[src/sid_pkg.sv]
// Package for the slot interrupt dispatcher: field widths, operation and
// result codes, and the result item structure.
// No dependencies; the interfaces and the top level import it.
`default_nettype none

package sid_pkg;

	// Fixed geometry of the slot registry.
	localparam int NUM_SLOTS = 16;
	localparam int SLOT_W    = 4;
	localparam int CLIENT_W  = 3;
	localparam int ARG_W     = 32;
	localparam int MASK_W    = 16;
	localparam int TIME_W    = 21;
	localparam int CNT_W     = 3;
	localparam int OFFS_W    = 4;

	// One slot lasts 12288 chipx8 = 3 * 4096. The time is shifted down by 12
	// and the remaining 9-bit quotient is divided by 3 with a reciprocal:
	// floor(x * 171 / 512) equals floor(x / 3) for every x below 512.
	localparam int          SLOT_SHIFT  = 12;
	localparam int          TQ_W        = TIME_W - SLOT_SHIFT;
	localparam int          RECIP_W     = 8;
	localparam int          RECIP_SHIFT = 9;
	localparam int          PROD_W      = TQ_W + RECIP_W;
	localparam logic [7:0]  RECIP3      = 8'd171;

	localparam logic [MASK_W-1:0] CLEAR_ALL = {MASK_W{1'b1}};

	typedef enum logic [1:0] {
		OP_REGISTER   = 2'd0,
		OP_DEREGISTER = 2'd1,
		OP_DEREG_ALL  = 2'd2,
		OP_INTERRUPT  = 2'd3
	} op_t;

	typedef enum logic [2:0] {
		KIND_ACCEPTED  = 3'd0,
		KIND_REJECTED  = 3'd1,
		KIND_DISPATCH  = 3'd2,
		KIND_UNHANDLED = 3'd3,
		KIND_NONE      = 3'd4
	} kind_t;

	// One result item as it sits in the hold and output registers.
	typedef struct packed {
		kind_t               kind;
		logic [SLOT_W-1:0]   slot;
		logic [CLIENT_W-1:0] client;
		logic [ARG_W-1:0]    arg;
		logic [MASK_W-1:0]   enable;
		logic                active;
		logic [MASK_W-1:0]   clear;
		logic                last;
	} res_t;

endpackage

`default_nettype wire

[src/sid_if.sv]
// Channel interfaces of the slot interrupt dispatcher: the command channel
// and the result channel, each with valid/ready and its payload.
// Depends on sid_pkg.
`default_nettype none

interface sid_cmd_if;
	import sid_pkg::*;

	logic                valid;
	logic                ready;
	op_t                 op;
	logic [SLOT_W-1:0]   slot;
	logic [CLIENT_W-1:0] client;
	logic [ARG_W-1:0]    handler_arg;
	logic [MASK_W-1:0]   pending_mask;
	logic [TIME_W-1:0]   tx_time;

	modport source (
		output valid, op, slot, client, handler_arg, pending_mask, tx_time,
		input  ready
	);
	modport sink (
		input  valid, op, slot, client, handler_arg, pending_mask, tx_time,
		output ready
	);
endinterface

interface sid_res_if;
	import sid_pkg::*;

	logic                valid;
	logic                ready;
	kind_t               kind;
	logic [SLOT_W-1:0]   out_slot;
	logic [CLIENT_W-1:0] out_client;
	logic [ARG_W-1:0]    out_arg;
	logic [MASK_W-1:0]   enable_mask;
	logic                handler_active;
	logic [MASK_W-1:0]   clear_mask;
	logic                last;

	modport source (
		output valid, kind, out_slot, out_client, out_arg, enable_mask,
		       handler_active, clear_mask, last,
		input  ready
	);
	modport sink (
		input  valid, kind, out_slot, out_client, out_arg, enable_mask,
		       handler_active, clear_mask, last,
		output ready
	);
endinterface

`default_nettype wire

[src/sid_ram.sv]
// Generic single-write, single-read RAM with a registered read port.
// Read data holds while the read enable is low. No dependencies.
`default_nettype none

module sid_ram #(
	parameter int WIDTH = 32,
	parameter int DEPTH = 64
) (
	input  wire logic                                  clk,
	input  wire logic                                  we,
	input  wire logic [((DEPTH > 1) ? $clog2(DEPTH) : 1)-1:0] waddr,
	input  wire logic [WIDTH-1:0]                      wdata,
	input  wire logic                                  re,
	input  wire logic [((DEPTH > 1) ? $clog2(DEPTH) : 1)-1:0] raddr,
	output logic      [WIDTH-1:0]                      rdata
);

	logic [WIDTH-1:0] mem_q [DEPTH];

	// Write port and registered read port.
	always_ff @(posedge clk) begin
		if (we) begin
			mem_q[waddr] <= wdata;
		end
		if (re) begin
			rdata <= mem_q[raddr];
		end
	end

endmodule

`default_nettype wire

[src/slot_interrupt_dispatcher.sv]
// Top level of the slot interrupt dispatcher: command sequencer, per-slot
// registry update unit, interrupt walker and the result output register.
// Depends on sid_pkg, sid_cmd_if, sid_res_if and sid_ram.
//
//   Port       Direction  Carries
//   cmd        sink       register, deregister, deregister-all, interrupt
//   res        source     result transactions (accepted, rejected, dispatch, ...)
//   cfg_we     in         write strobe for frame_offset (cfg_wdata)
//
// Register and deregister pass through the update unit and then the finish
// state, a rejected command goes straight to the finish state; deregister for
// all slots runs the update unit once per slot, one slot per cycle.
// An interrupt first computes the current slot; then the walker visits one
// (slot, client) entry per cycle while the result channel does not stall,
// set by the one read port of the argument RAM, and a drain state follows.
// A stalled result channel freezes the walker; cmd.ready is high only when idle.
// Reset clears the registry flags and counts at once; no clearing pass.
`default_nettype none

module slot_interrupt_dispatcher #(
	parameter int NUM_CLIENTS = 4
) (
	input  wire logic                         clk,
	input  wire logic                         arst_n,
	input  wire logic                         cfg_we,
	input  wire logic [sid_pkg::OFFS_W-1:0]   cfg_wdata,
	sid_cmd_if.sink                           cmd,
	sid_res_if.source                         res
);
	import sid_pkg::*;

	localparam int NE  = NUM_SLOTS * NUM_CLIENTS;
	localparam int AW  = $clog2(NE);
	localparam int CIW = (NUM_CLIENTS > 1) ? $clog2(NUM_CLIENTS) : 1;
	localparam logic [CIW-1:0]    KLAST = CIW'(NUM_CLIENTS - 1);
	localparam logic [SLOT_W-1:0] SLAST = SLOT_W'(NUM_SLOTS - 1);

	typedef enum logic [2:0] {
		S_IDLE,
		S_CUR,
		S_UPD,
		S_FIN,
		S_WALK,
		S_DRAIN
	} state_t;

	state_t              state_q;
	op_t                 op_q;
	logic [SLOT_W-1:0]   slot_q;
	logic [CIW-1:0]      client_q;
	logic [ARG_W-1:0]    arg_q;
	logic [MASK_W-1:0]   pend_q;
	logic [TQ_W-1:0]     tq_q;
	logic                rej_q;
	logic [OFFS_W-1:0]   offs_q;
	logic [SLOT_W-1:0]   cur_q;
	logic [SLOT_W-1:0]   pos_n_q;
	logic [CIW-1:0]      pos_k_q;
	logic [SLOT_W-1:0]   usl_q;

	// Registry state: one row of client valid bits per slot.
	logic [NUM_CLIENTS-1:0] ev_q [NUM_SLOTS];
	logic [CNT_W-1:0]    cnt_q [NUM_SLOTS];
	logic [MASK_W-1:0]   enable_q;
	logic                active_q;

	// Walker candidate stage, lookahead hold and output register.
	logic                c_v_s1;
	kind_t               c_kind_s1;
	logic [SLOT_W-1:0]   c_slot_s1;
	logic [CIW-1:0]      c_client_s1;
	logic                hold_v_q;
	res_t                hold_q;
	logic                out_vq;
	res_t                out_q;

	logic                advance;
	logic                accept;
	logic                client_ok;
	logic [MASK_W-1:0]   nz;
	logic                any_reg;

	logic [SLOT_W-1:0]   walk_sl;
	logic [AW-1:0]       walk_addr;
	logic                walk_c0;
	logic                cand_v;
	logic                walk_end;
	logic [ARG_W-1:0]    ram_rdata;
	logic                ram_re;
	logic                ram_we;
	res_t                s1_item;

	logic [SLOT_W-1:0]   upd_sl;
	logic [AW-1:0]       upd_addr;
	logic                upd_v;
	logic [CNT_W-1:0]    upd_cnt;
	logic [CNT_W-1:0]    cnt_new;

	logic [PROD_W-1:0]   tq_prod;
	logic [SLOT_W-1:0]   cur_next;

	logic                fin_empty;
	logic                push;
	res_t                push_item;

	// Handshake and registry summary.
	assign advance   = !out_vq || res.ready;
	assign cmd.ready = (state_q == S_IDLE);
	assign accept    = cmd.valid && cmd.ready;
	assign client_ok = (cmd.client < CLIENT_W'(NUM_CLIENTS));

	always_comb begin
		for (int i = 0; i < NUM_SLOTS; i++) begin
			nz[i] = (cnt_q[i] != '0);
		end
	end
	assign any_reg = |nz;

	// Current slot from the transmit time: (time / 12288 - offset) mod 16.
	assign tq_prod  = PROD_W'(tq_q) * PROD_W'(RECIP3);
	assign cur_next = tq_prod[RECIP_SHIFT +: SLOT_W] - offs_q;

	// Walker: one (slot, client) entry per cycle while the result channel does not stall, starting after the current slot.
	assign walk_sl   = cur_q + pos_n_q + SLOT_W'(1);
	assign walk_addr = AW'(AW'(walk_sl) * AW'(NUM_CLIENTS) + AW'(pos_k_q));
	assign walk_c0   = nz[walk_sl];
	assign cand_v    = pend_q[walk_sl] &&
		(walk_c0 ? ev_q[walk_sl][pos_k_q] : (pos_k_q == '0));
	assign walk_end  = (pos_n_q == SLAST) && (pos_k_q == KLAST);
	assign ram_re    = (state_q == S_WALK) && advance;

	always_comb begin
		s1_item        = '0;
		s1_item.kind   = c_kind_s1;
		s1_item.slot   = c_slot_s1;
		s1_item.client = (c_kind_s1 == KIND_DISPATCH) ? CLIENT_W'(c_client_s1) : '0;
		s1_item.arg    = (c_kind_s1 == KIND_DISPATCH) ? ram_rdata : '0;
		s1_item.enable = enable_q;
		s1_item.active = active_q;
		s1_item.clear  = pend_q;
		s1_item.last   = 1'b0;
	end

	// Shared update unit: one slot entry of the registry per cycle.
	assign upd_sl   = (op_q == OP_DEREG_ALL) ? usl_q : slot_q;
	assign upd_addr = AW'(AW'(upd_sl) * AW'(NUM_CLIENTS) + AW'(client_q));
	assign upd_v    = ev_q[upd_sl][client_q];
	assign upd_cnt  = cnt_q[upd_sl];
	assign ram_we   = (state_q == S_UPD) && (op_q == OP_REGISTER);

	always_comb begin
		if (op_q == OP_REGISTER) begin
			cnt_new = upd_v ? upd_cnt : upd_cnt + CNT_W'(1);
		end else begin
			cnt_new = (upd_v && upd_cnt != '0) ? upd_cnt - CNT_W'(1) : upd_cnt;
		end
	end

	sid_ram #(
		.WIDTH (ARG_W),
		.DEPTH (NE)
	) u_arg_ram (
		.clk   (clk),
		.we    (ram_we),
		.waddr (upd_addr),
		.wdata (arg_q),
		.re    (ram_re),
		.raddr (walk_addr),
		.rdata (ram_rdata)
	);

	// A removal that leaves nothing registered clears everything.
	assign fin_empty = !rej_q && (op_q != OP_REGISTER) && !any_reg;

	// Selection of the transaction pushed into the output register.
	always_comb begin
		push      = 1'b0;
		push_item = '0;
		case (state_q)
			S_FIN: begin
				push             = advance;
				push_item.kind   = rej_q ? KIND_REJECTED : KIND_ACCEPTED;
				push_item.enable = fin_empty ? '0 : enable_q;
				push_item.active = fin_empty ? 1'b0 : active_q;
				push_item.clear  = fin_empty ? CLEAR_ALL : '0;
				push_item.last   = 1'b1;
			end
			S_WALK: begin
				push      = advance && c_v_s1 && hold_v_q;
				push_item = hold_q;
			end
			S_DRAIN: begin
				if (c_v_s1) begin
					push      = advance && hold_v_q;
					push_item = hold_q;
				end else if (hold_v_q) begin
					push           = advance;
					push_item      = hold_q;
					push_item.last = 1'b1;
				end else begin
					push             = advance;
					push_item.kind   = KIND_NONE;
					push_item.enable = enable_q;
					push_item.active = active_q;
					push_item.clear  = pend_q;
					push_item.last   = 1'b1;
				end
			end
			default: begin
				push = 1'b0;
			end
		endcase
	end

	// Sequencer, registry and output register.
	always_ff @(posedge clk or negedge arst_n) begin
		if (!arst_n) begin
			state_q     <= S_IDLE;
			op_q        <= OP_REGISTER;
			slot_q      <= '0;
			client_q    <= '0;
			arg_q       <= '0;
			pend_q      <= '0;
			tq_q        <= '0;
			rej_q       <= 1'b0;
			offs_q      <= '0;
			cur_q       <= '0;
			pos_n_q     <= '0;
			pos_k_q     <= '0;
			usl_q       <= '0;
			for (int i = 0; i < NUM_SLOTS; i++) begin
				ev_q[i]  <= '0;
				cnt_q[i] <= '0;
			end
			enable_q    <= '0;
			active_q    <= 1'b0;
			c_v_s1      <= 1'b0;
			c_kind_s1   <= KIND_DISPATCH;
			c_slot_s1   <= '0;
			c_client_s1 <= '0;
			hold_v_q    <= 1'b0;
			hold_q      <= '0;
			out_vq      <= 1'b0;
			out_q       <= '0;
		end else begin
			if (cfg_we) begin
				offs_q <= cfg_wdata;
			end

			if (push) begin
				out_vq <= 1'b1;
				out_q  <= push_item;
			end else if (res.ready) begin
				out_vq <= 1'b0;
			end

			case (state_q)
				S_IDLE: begin
					if (accept) begin
						op_q     <= cmd.op;
						slot_q   <= cmd.slot;
						client_q <= cmd.client[CIW-1:0];
						arg_q    <= cmd.handler_arg;
						pend_q   <= cmd.pending_mask;
						tq_q     <= cmd.tx_time[TIME_W-1:SLOT_SHIFT];
						usl_q    <= '0;
						if (cmd.op == OP_INTERRUPT) begin
							state_q <= S_CUR;
						end else if (!client_ok) begin
							rej_q   <= 1'b1;
							state_q <= S_FIN;
						end else begin
							state_q <= S_UPD;
						end
					end
				end
				S_CUR: begin
					cur_q    <= cur_next;
					pos_n_q  <= '0;
					pos_k_q  <= '0;
					c_v_s1   <= 1'b0;
					hold_v_q <= 1'b0;
					state_q  <= S_WALK;
				end
				S_UPD: begin
					ev_q[upd_sl][client_q] <= (op_q == OP_REGISTER);
					cnt_q[upd_sl]  <= cnt_new;
					if (op_q == OP_REGISTER) begin
						active_q <= 1'b1;
						if (cnt_new == CNT_W'(1)) begin
							enable_q[upd_sl] <= 1'b1;
						end
					end else if (cnt_new == '0) begin
						enable_q[upd_sl] <= 1'b0;
					end
					if (op_q == OP_DEREG_ALL && usl_q != SLAST) begin
						usl_q <= usl_q + SLOT_W'(1);
					end else begin
						state_q <= S_FIN;
					end
				end
				S_FIN: begin
					if (advance) begin
						if (fin_empty) begin
							enable_q <= '0;
							active_q <= 1'b0;
						end
						rej_q   <= 1'b0;
						state_q <= S_IDLE;
					end
				end
				S_WALK: begin
					if (advance) begin
						c_v_s1      <= cand_v;
						c_kind_s1   <= walk_c0 ? KIND_DISPATCH : KIND_UNHANDLED;
						c_slot_s1   <= walk_sl;
						c_client_s1 <= pos_k_q;
						if (c_v_s1) begin
							hold_q   <= s1_item;
							hold_v_q <= 1'b1;
						end
						if (pos_k_q == KLAST) begin
							pos_k_q <= '0;
							pos_n_q <= pos_n_q + SLOT_W'(1);
						end else begin
							pos_k_q <= pos_k_q + CIW'(1);
						end
						if (walk_end) begin
							state_q <= S_DRAIN;
						end
					end
				end
				S_DRAIN: begin
					if (advance) begin
						c_v_s1 <= 1'b0;
						if (c_v_s1) begin
							hold_q   <= s1_item;
							hold_v_q <= 1'b1;
						end else begin
							hold_v_q <= 1'b0;
							state_q  <= S_IDLE;
						end
					end
				end
				default: begin
					state_q <= S_IDLE;
				end
			endcase
		end
	end

	// Result channel.
	assign res.valid          = out_vq;
	assign res.kind           = out_q.kind;
	assign res.out_slot       = out_q.slot;
	assign res.out_client     = out_q.client;
	assign res.out_arg        = out_q.arg;
	assign res.enable_mask    = out_q.enable;
	assign res.handler_active = out_q.active;
	assign res.clear_mask     = out_q.clear;
	assign res.last           = out_q.last;

`ifndef NO_ASSERTIONS
	// No walker item may be left behind when a new command is taken.
	a_idle_walker_empty: assert property (@(posedge clk) disable iff (!arst_n)
		cmd.ready |-> (!hold_v_q && !c_v_s1))
		else $error("walker holds an item while idle");

	// Between commands a slot is enabled exactly when it has clients.
	a_enable_matches_counts: assert property (@(posedge clk) disable iff (!arst_n)
		(state_q == S_IDLE) |-> (enable_q == nz))
		else $error("enable mask disagrees with slot counts");

	// Between commands the handler-active flag tracks any registration.
	a_active_matches_counts: assert property (@(posedge clk) disable iff (!arst_n)
		(state_q == S_IDLE) |-> (active_q == any_reg))
		else $error("handler-active flag disagrees with slot counts");

	// Returning to idle always comes with the final transaction of the command.
	a_last_on_finish: assert property (@(posedge clk) disable iff (!arst_n)
		(state_q == S_IDLE && $past(state_q) != S_IDLE) |-> (out_vq && out_q.last))
		else $error("command finished without a final result");
`endif

endmodule

`default_nettype wire
[src/flat_wrapper.sv]
// flat-port wrapper written by rule: the top's interface ports become plain ports
module slot_interrupt_dispatcher_flat import sid_pkg::*;
#(
	parameter int NUM_CLIENTS = 4
)
  (clk, arst_n, cfg_we, cfg_wdata, cmd_valid, cmd_op, cmd_slot, cmd_client, cmd_handler_arg, cmd_pending_mask, cmd_tx_time, cmd_ready, res_valid, res_kind, res_out_slot, res_out_client, res_out_arg, res_enable_mask, res_handler_active, res_clear_mask, res_last, res_ready);
  sid_cmd_if cmd_i ();
  sid_res_if res_i ();
  input  wire logic clk;
  input  wire logic arst_n;
  input  wire logic cfg_we;
  input  wire logic [sid_pkg::OFFS_W-1:0] cfg_wdata;
  input wire logic [$bits(cmd_i.valid)-1:0] cmd_valid;
  input wire logic [$bits(cmd_i.op)-1:0] cmd_op;
  input wire logic [$bits(cmd_i.slot)-1:0] cmd_slot;
  input wire logic [$bits(cmd_i.client)-1:0] cmd_client;
  input wire logic [$bits(cmd_i.handler_arg)-1:0] cmd_handler_arg;
  input wire logic [$bits(cmd_i.pending_mask)-1:0] cmd_pending_mask;
  input wire logic [$bits(cmd_i.tx_time)-1:0] cmd_tx_time;
  output wire logic [$bits(cmd_i.ready)-1:0] cmd_ready;
  output wire logic [$bits(res_i.valid)-1:0] res_valid;
  output wire logic [$bits(res_i.kind)-1:0] res_kind;
  output wire logic [$bits(res_i.out_slot)-1:0] res_out_slot;
  output wire logic [$bits(res_i.out_client)-1:0] res_out_client;
  output wire logic [$bits(res_i.out_arg)-1:0] res_out_arg;
  output wire logic [$bits(res_i.enable_mask)-1:0] res_enable_mask;
  output wire logic [$bits(res_i.handler_active)-1:0] res_handler_active;
  output wire logic [$bits(res_i.clear_mask)-1:0] res_clear_mask;
  output wire logic [$bits(res_i.last)-1:0] res_last;
  input wire logic [$bits(res_i.ready)-1:0] res_ready;
  assign cmd_i.valid = cmd_valid;
  assign cmd_i.op = cmd_op;
  assign cmd_i.slot = cmd_slot;
  assign cmd_i.client = cmd_client;
  assign cmd_i.handler_arg = cmd_handler_arg;
  assign cmd_i.pending_mask = cmd_pending_mask;
  assign cmd_i.tx_time = cmd_tx_time;
  assign cmd_ready = cmd_i.ready;
  assign res_valid = res_i.valid;
  assign res_kind = res_i.kind;
  assign res_out_slot = res_i.out_slot;
  assign res_out_client = res_i.out_client;
  assign res_out_arg = res_i.out_arg;
  assign res_enable_mask = res_i.enable_mask;
  assign res_handler_active = res_i.handler_active;
  assign res_clear_mask = res_i.clear_mask;
  assign res_last = res_i.last;
  assign res_i.ready = res_ready;
  slot_interrupt_dispatcher #(.NUM_CLIENTS(NUM_CLIENTS)) u_core (.clk(clk), .arst_n(arst_n), .cfg_we(cfg_we), .cfg_wdata(cfg_wdata), .cmd(cmd_i), .res(res_i));
endmodule
[config.mk]
export PLATFORM = sky130hd
export DESIGN_NAME = slot_interrupt_dispatcher_flat
export DESIGN_NICKNAME = d
export VERILOG_FILES = /design/src/sid_pkg.sv /design/src/sid_if.sv /design/src/sid_ram.sv /design/src/slot_interrupt_dispatcher.sv /design/src/flat_wrapper.sv
export SDC_FILE = /design/constraint.sdc
export NUM_CORES = 2
export LEC_CHECK = 0
export ABC_CLOCK_PERIOD_IN_PS = 10500
export BUFFER_PORTS_ARGS = -buffer_cell sky130_fd_sc_hd__clkbuf_2
export CAP_MARGIN = 20
export CORE_ASPECT_RATIO = 0.9
export CORE_MARGIN = 3
export CORE_UTILIZATION = 50
export CTS_BUF_LIST = sky130_fd_sc_hd__clkbuf_16
export DETAILED_ROUTE_END_ITERATION = 7
export GPL_TIMING_DRIVEN = 0
export PLACE_DENSITY = 0.66
export SYNTH_ARGS = -nofsm -noshare
export SYNTH_HDL_FRONTEND = slang
export SYNTH_SLANG_ARGS = --single-unit
export TNS_END_PERCENT = 50
[constraint.sdc]
create_clock -name clk -period 10.5 [get_ports clk]
set_input_delay 0.525 -clock clk [delete_from_list [all_inputs] [get_ports clk]]
set_output_delay 0.525 -clock clk [all_outputs]
set_load 0.03 [all_outputs]
=== Word-level counts from Yosys, hierarchy flattened ===
Memories as Yosys holds them, arrays and structs flattened. A register that Yosys moved wholly into a read port is not among the register bits.
Index checks and enable logic that the tools add are counted.
Widths: inputs -> output; s select.

* Add/subtract/negate cells: 10
* Multipliers: 1
* Magnitude comparators: 10
* Equality and inequality tests: 27
* Muxes and demuxes: 91
* Bitwise gates (word level): 5
* Reduce and logical (&&, ||, !) cells: 61

{| class="wikitable"
|+ Operators with widths
! kind !! number
|-
| $pmux 34 s3 || 1
|-
| $mux 16 || 6
|-
| $pmux 39 s2 || 1
|-
| $mux 76 || 1
|-
| $bwmux 64 || 1
|-
| $reduce_bool 3->1 || 18
|-
| $bwmux 48 || 1
|-
| $mux 3 || 15
|-
| $mux 4 || 10
|-
| $mux 39 || 1
|-
| $mux 34 || 1
|-
| $bmux 4 s4 || 2
|-
| $mux 32 || 1
|-
| $pmux 16 s2 || 1
|-
| $mux 1 || 27
|-
| $pmux 3 s6 || 1
|-
| $and 16x16->16 || 1
|-
| $demux 4 s4 || 1
|-
| $ne 2x2->1 const B || 8
|-
| $not 16->16 || 1
|-
| $or 16x16->16 || 1
|-
| $pmux 4 s2 || 2
|-
| $reduce_or 16->1 || 1
|-
| $logic_and 1x1->1 || 15
|-
| 46 further kinds || 87
|}

* Register bits: 379
* Memory bits (writable): 2048
* Input port bits: 87
* Logic and storage cells: 274
* Memories kept: 1

{| class="wikitable"
|+ Memory list
! name !! words !! width !! read ports !! clocked after memory_dff !! write ports !! RTL line !! RTL
|-
| u_core.u_arg_ram.mem_q || 64 || 32 || 1 || 1 || 1 || sid_ram.sv:18 || <nowiki>logic [WIDTH-1:0] mem_q [DEPTH];</nowiki>
|}

=== Logic depth before layout (Yosys ltp) ===
* Depth after elaboration: 15
* Mapped depth: 20
* Depth with buffers taken out: 19

=== Cells and area by module ===
Synthesis repeated with hierarchy kept, for this count alone.

* Cells, all modules: 5321
* Area, all modules: 98192.9 µm²

{| class="wikitable"
|+ By module, submodules not included
! module !! instances !! cells each !! area each (µm²)
|-
| sid_ram || 1 || 3511 || 79359.9
|-
| slot_interrupt_dispatcher || 1 || 1810 || 18833.1
|}

=== Worst setup path before layout ===
OpenSTA, ideal clock, no wires.

* Path type: register to register
* Start point: reg u_core.usl_q[0]
* End point: mem u_core.u_arg_ram.mem_q[33][0] (enable)
* Setup time: 0.461 ns
* Arrival: 3.942 ns
* Slack: 6.097 ns
* Stages on the path, launching flop included: 10
* Clock period less this slack: 4.403 ns
* Cell sequence: dfrtp_1 -> buf_2 -> and3b_1 -> a21o_1 -> buf_6 -> buf_6 -> buf_2 -> buf_2 -> buf_1 -> nor3_1

* Cells in the longest elaborated chain, start to end: 2

{| class="wikitable"
|+ RTL lines
! what !! RTL line !! RTL
|-
| from (decl) || slot_interrupt_dispatcher.sv:59 || <nowiki>logic [SLOT_W-1:0] usl_q;</nowiki>
|-
| from (signal assigned) || slot_interrupt_dispatcher.sv:297 || <nowiki>usl_q <= usl_q + SLOT_W'(1);</nowiki>
|-
| $mux 4 || slot_interrupt_dispatcher.sv:145 || <nowiki>assign upd_sl = (op_q == OP_DEREG_ALL) ? usl_q : slot_q;</nowiki>
|-
| $add 6x2->6 || slot_interrupt_dispatcher.sv:146 || <nowiki>assign upd_addr = AW'(AW'(upd_sl) * AW'(NUM_CLIENTS) + AW'(client_q));</nowiki>
|-
| to (decl) || sid_ram.sv:18 ||
|}

No other way between the ends.

=== Worst setup path in the final report ===
* Start point: reg u_core.usl_q[0]
* End point: mem u_core.u_arg_ram.mem_q[19][12] (enable)

Same word-level chain as after synthesis.

==> flow_metrics.env <==
export IMPL_status="finished, final reports clean"
export IMPL_period_needed_ns=6.028
export IMPL_antenna_found_initial=26
export IMPL_cp_arrival_ns=6.58
export IMPL_cp_slowest_cell="nand4_1"
export IMPL_drc=0
export IMPL_antenna_left=0
export IMPL_grt_max_degree=114
export IMPL_cts_buffers_inserted=229
export IMPL_fin_tns_setup_ns=0
export IMPL_yosysWarnings=0
export IMPL_finalSetupViolCount=0
export IMPL_clk_path_buf_depth=3
export IMPL_boundaryPins=165
export IMPL_syn_to_final_growth_pct=16.28
export IMPL_ys_seq_area_share_pct=73.78
export IMPL_place_ws_ns=4.717
export IMPL_initial_core_util_pct=50.68
export IMPL_grt_pass1_vias=51920
export IMPL_relSlewSlack_pct=19.18
export IMPL_path_max_fanout=18
export IMPL_yosysUniqueCellTypes=68
export IMPL_cts_tree="done"
export IMPL_dpl_hpwl_um=194000
export IMPL_clock_latency_ns=0.87
export IMPL_htree_levels=4
export IMPL_synth_edff_count=2080
export IMPL_min_from="cmd_pending_mask[2]"
export IMPL_port_buffers=151
export IMPL_clkPwrFrac_pct=43.6
export IMPL_avgSynthCellArea_sq_um=19.55
export IMPL_gr_total_overflow=0
export IMPL_holdPathEnd="u_core.pend_q[2]"
export IMPL_ys_flop_type="edfxtp_1"
export IMPL_wl_per_cell_um=33.20
export IMPL_grtUsageTotal_pct=27.96
export IMPL_max_cap_violations=0
export IMPL_reg2regPathDepth=9
export IMPL_irDropWorstVdd_mv=0.1632
export IMPL_cp_required_ns=11.05
export IMPL_hold_viol=0
export IMPL_detail_route_vias_per_cell=6.343
export IMPL_rr_endpoint="u_core.u_arg_ram.mem_q[19][12]"
export IMPL_hp_class="in2reg"
export IMPL_drive_gt1_share_pct=26.55
export IMPL_num_rows=152
export IMPL_leakagePower_nw=33.19
export IMPL_fin_nets=5775
export IMPL_critPathCaptureType="register"
export IMPL_die_y_um=424.6
export IMPL_intPower_mw=14.92
export IMPL_dr_total_vias=53160
export IMPL_yosys_register_bits=2454
export IMPL_fillCellCount=13800
export IMPL_post_cts_setup_buffer_count=0
export IMPL_clk_pin_slew_ns=0.06
export IMPL_reg2reg_from="u_core.usl_q[0]"
export IMPL_whs_path_depth=3
export IMPL_first_pass_iters=6
export IMPL_power_share_sequential_pct=56.0
export IMPL_critPathKind="reg2reg"
export IMPL_p_switching_mw=3.722
export IMPL_synthArstFlopShare_pct=15.24
export IMPL_synthCells=4978
export IMPL_power_density_mw_per_mm2=164.7
export IMPL_max_stage_delay_ns=1.06
export IMPL_final_setup_skew_ns=0.03694
export IMPL_finalCritPeriodShare_pct=57.41
export IMPL_cts_repair_resized=0
export IMPL_die_w_um=471.1
export IMPL_routed_wl_um=278200
export IMPL_setup_slack_ns=4.472
export IMPL_worst_pin_slew_ns=1.209
export IMPL_maxSlewViolCount=0
export IMPL_cts_sinks=2454
export IMPL_gp_congestion=0.9045
export IMPL_first_iter_violations=7735
export IMPL_synth_fp_nets=5123
export IMPL_coreArea_sq_mm=0.1921
export IMPL_reg2reg_slack_ns=4.47
export IMPL_path_common_cell="clkbuf_1"
export IMPL_fmax_mhz=165.9
export IMPL_p_sw_share_pct=19.97
export IMPL_cp_start_kind="register"
export IMPL_cts_hold_buf=70
export IMPL_pwr_share_comb_pct=0.5
export IMPL_cts_root_buf="clkbuf_16"
export IMPL_rsz0062_at_grt="no"
export IMPL_path_cells="buf_2, and3b_1, a21oi_2, clkbuf_1, buf_1, clkbuf_1, nand4_1, nor2_4, buf_16"
export IMPL_grt_pass1_wl_um=394300
export IMPL_dieArea_sq_mm=0.2000
export IMPL_syn_area_sq_mm=0.09734
[synth_stat cells, types with 4 or more instances]
library cell,n,area share [%]
nor3b_1,4,0.031
buf_2,13,0.067
nor2_1,184,0.71
nand2b_1,47,0.30
a21o_1,14,0.11
o31ai_1,58,0.45
a311oi_1,4,0.036
o21ai_0,153,0.79
a211oi_1,14,0.11
and2_1,17,0.11
edfxtp_1,2080,64
and3_1,5,0.032
a21oi_1,31,0.16
nand4_1,12,0.077
mux4_2,697,16
o22ai_1,5,0.032
nand2_1,523,2.0
a2111oi_0,9,0.081
xnor2_1,12,0.11
clkbuf_1,232,0.89
nor3_1,38,0.20
buf_1,45,0.17
a31oi_1,8,0.051
a22oi_1,7,0.054
a221o_1,16,0.16
mux2i_1,45,0.46
inv_1,65,0.25
ha_1,42,0.54
xor2_1,7,0.063
dfrtp_1,374,9.6
fa_1,16,0.33
nand3_1,58,0.30
nor2b_1,10,0.064
mux2_2,40,0.46
a221oi_1,34,0.31
buf_6,4,0.046
[worst max path at each step]
stage / slack (ns) / to / cells past startpoint / from
final: 4.47 / u_core.u_arg_ram.mem_q[19][12] / 9 / u_core.usl_q[0]
after global routing: 4.47 / u_core.u_arg_ram.mem_q[19][25] / 9 / u_core.usl_q[0]
after CTS: 4.65 / u_core.u_arg_ram.mem_q[19][3] / 9 / u_core.usl_q[0]
after detailed placement: 4.72 / u_core.u_arg_ram.mem_q[19][11] / 9 / u_core.usl_q[0]
after global placement: 0.46 / u_core.ev_q[21] / 1 / arst_n
after floorplan: 6.10 / u_core.u_arg_ram.mem_q[33][0] / 9 / u_core.usl_q[0]
[per-layer routing]
metal	global-route usage (%)	share of wire, %	up-vias
met5	0	0.019	-
met4	10.12	4.0	8
met3	6.557	11	462
met2	40.81	45	3151
met1	41.63	40	28150
li1	-	-	21390
[state kept, by name, summed over array words and instances (netlist names), 3 cells and up, named ones only]
signal and cells:
u_core.slot_q 4, u_core.state_q 3, u_core.res.enable_mask 16, u_core.res.out_slot 4
u_core.pos_n_q 4, u_core.tq_q 9, u_core.res.kind 3, u_core.cnt_q 48
u_core.res.out_arg 32, u_core.hold_q 73, u_core.ev_q 64, u_core.cur_q 4
u_core.pend_q 16, u_core.res.clear_mask 16, u_core.usl_q 4, u_core.u_arg_ram.mem_q 2048
u_core.c_slot_s1 4, u_core.arg_q 32, u_core.offs_q 4, u_core.u_arg_ram.rdata 32
[cell usage in the layout, fill, tap and decap left out, types with 41 or more instances in the layout]
| cell | synthesis | layout |
|---|---|---|
| clkbuf_2 | 0 | 155 |
| o21ai_0 | 153 | 153 |
| mux4_2 | 697 | 697 |
| clkbuf_1 | 232 | 227 |
| clkinv_1 | 0 | 74 |
| buf_6 | 4 | 66 |
| nor2_4 | 0 | 48 |
| nand2_1 | 523 | 523 |
| mux2i_1 | 45 | 45 |
| nand3_1 | 58 | 58 |
| nor2_1 | 184 | 136 |
| inv_1 | 65 | 109 |
| ha_1 | 42 | 42 |
| nand2b_1 | 47 | 47 |
| buf_8 | 0 | 44 |
| o31ai_1 | 58 | 58 |
| dlygate4sd3_1 | 0 | 70 |
| buf_1 | 45 | 41 |
| clkbuf_16 | 0 | 232 |
| buf_12 | 0 | 61 |
| edfxtp_1 | 2080 | 2080 |
| dfrtp_1 | 374 | 342 |
[power groups by stage]
stage,sequential [mW],clock [mW],combinational [mW]
floorplan,10.6,0,0.00787
global placement,10.6,0,0.0606
detailed placement,10.6,0,0.0658
CTS,10.4,8.21,0.0879
global route,10.4,8.61,0.0956
finish,10.4,8.12,0.0865
[final cells by class]
class | count | area [sq um] | area share [%]
Inverter | 65 | 244.0 | 0.2156
Timing Repair Buffer | 421 | 4851 | 4.286
Clock buffer | 232 | 5806 | 5.129
Multi-Input combinational cell | 2162 | 24560 | 21.69
Antenna cell | 5 | 12.51 | 0.01105
Clock inverter | 204 | 1499 | 1.324
Buffer | 297 | 1184 | 1.046
Sequential cell | 2454 | 71860 | 63.49
Tap cell | 2541 | 3179 | 2.809
[per-stage QoR]
| step | instances | instance area (sq um) | hold slack [ns] | power, mW | utilization (%) |
|---|---|---|---|---|---|
| floorplan | 4978 | 97340 | 0.2294 | 10.65 | - |
| global placement | 7670 | 101300 | 0.4486 | 10.70 | 52.72 |
| detailed placement | 7855 | 105000 | 0.4587 | 10.70 | 54.64 |
| CTS | 8361 | 113000 | 0.003046 | 18.73 | 58.81 |
| global route | 8376 | 113200 | 0.02004 | 19.13 | 58.92 |
| finish | 8381 | 113200 | 0.03575 | 18.64 | 58.93 |
[critical path, delay by kind of cell (launching register included)]
| kind | cells | cell delay, ns |
|---|---|---|
| buffers and inverters | 5 | 2.62 |
| AND/OR/NAND/NOR | 3 | 2.36 |
| flip-flops | 1 | 0.38 |
| AO/OA/AOI/OAI | 1 | 0.28 |
[kinds of logic after synthesis]
family          share of synthesized area, %
fa+ha+maj                             0.8689
mux                                    17.07
compound gates                         2.594
simple gates                           4.044
xor+xnor                              0.1877
flops                                  73.78
buf+inv                                1.455
other cells                         0.003852
Note: power is estimated with default switching activity, not from simulation.
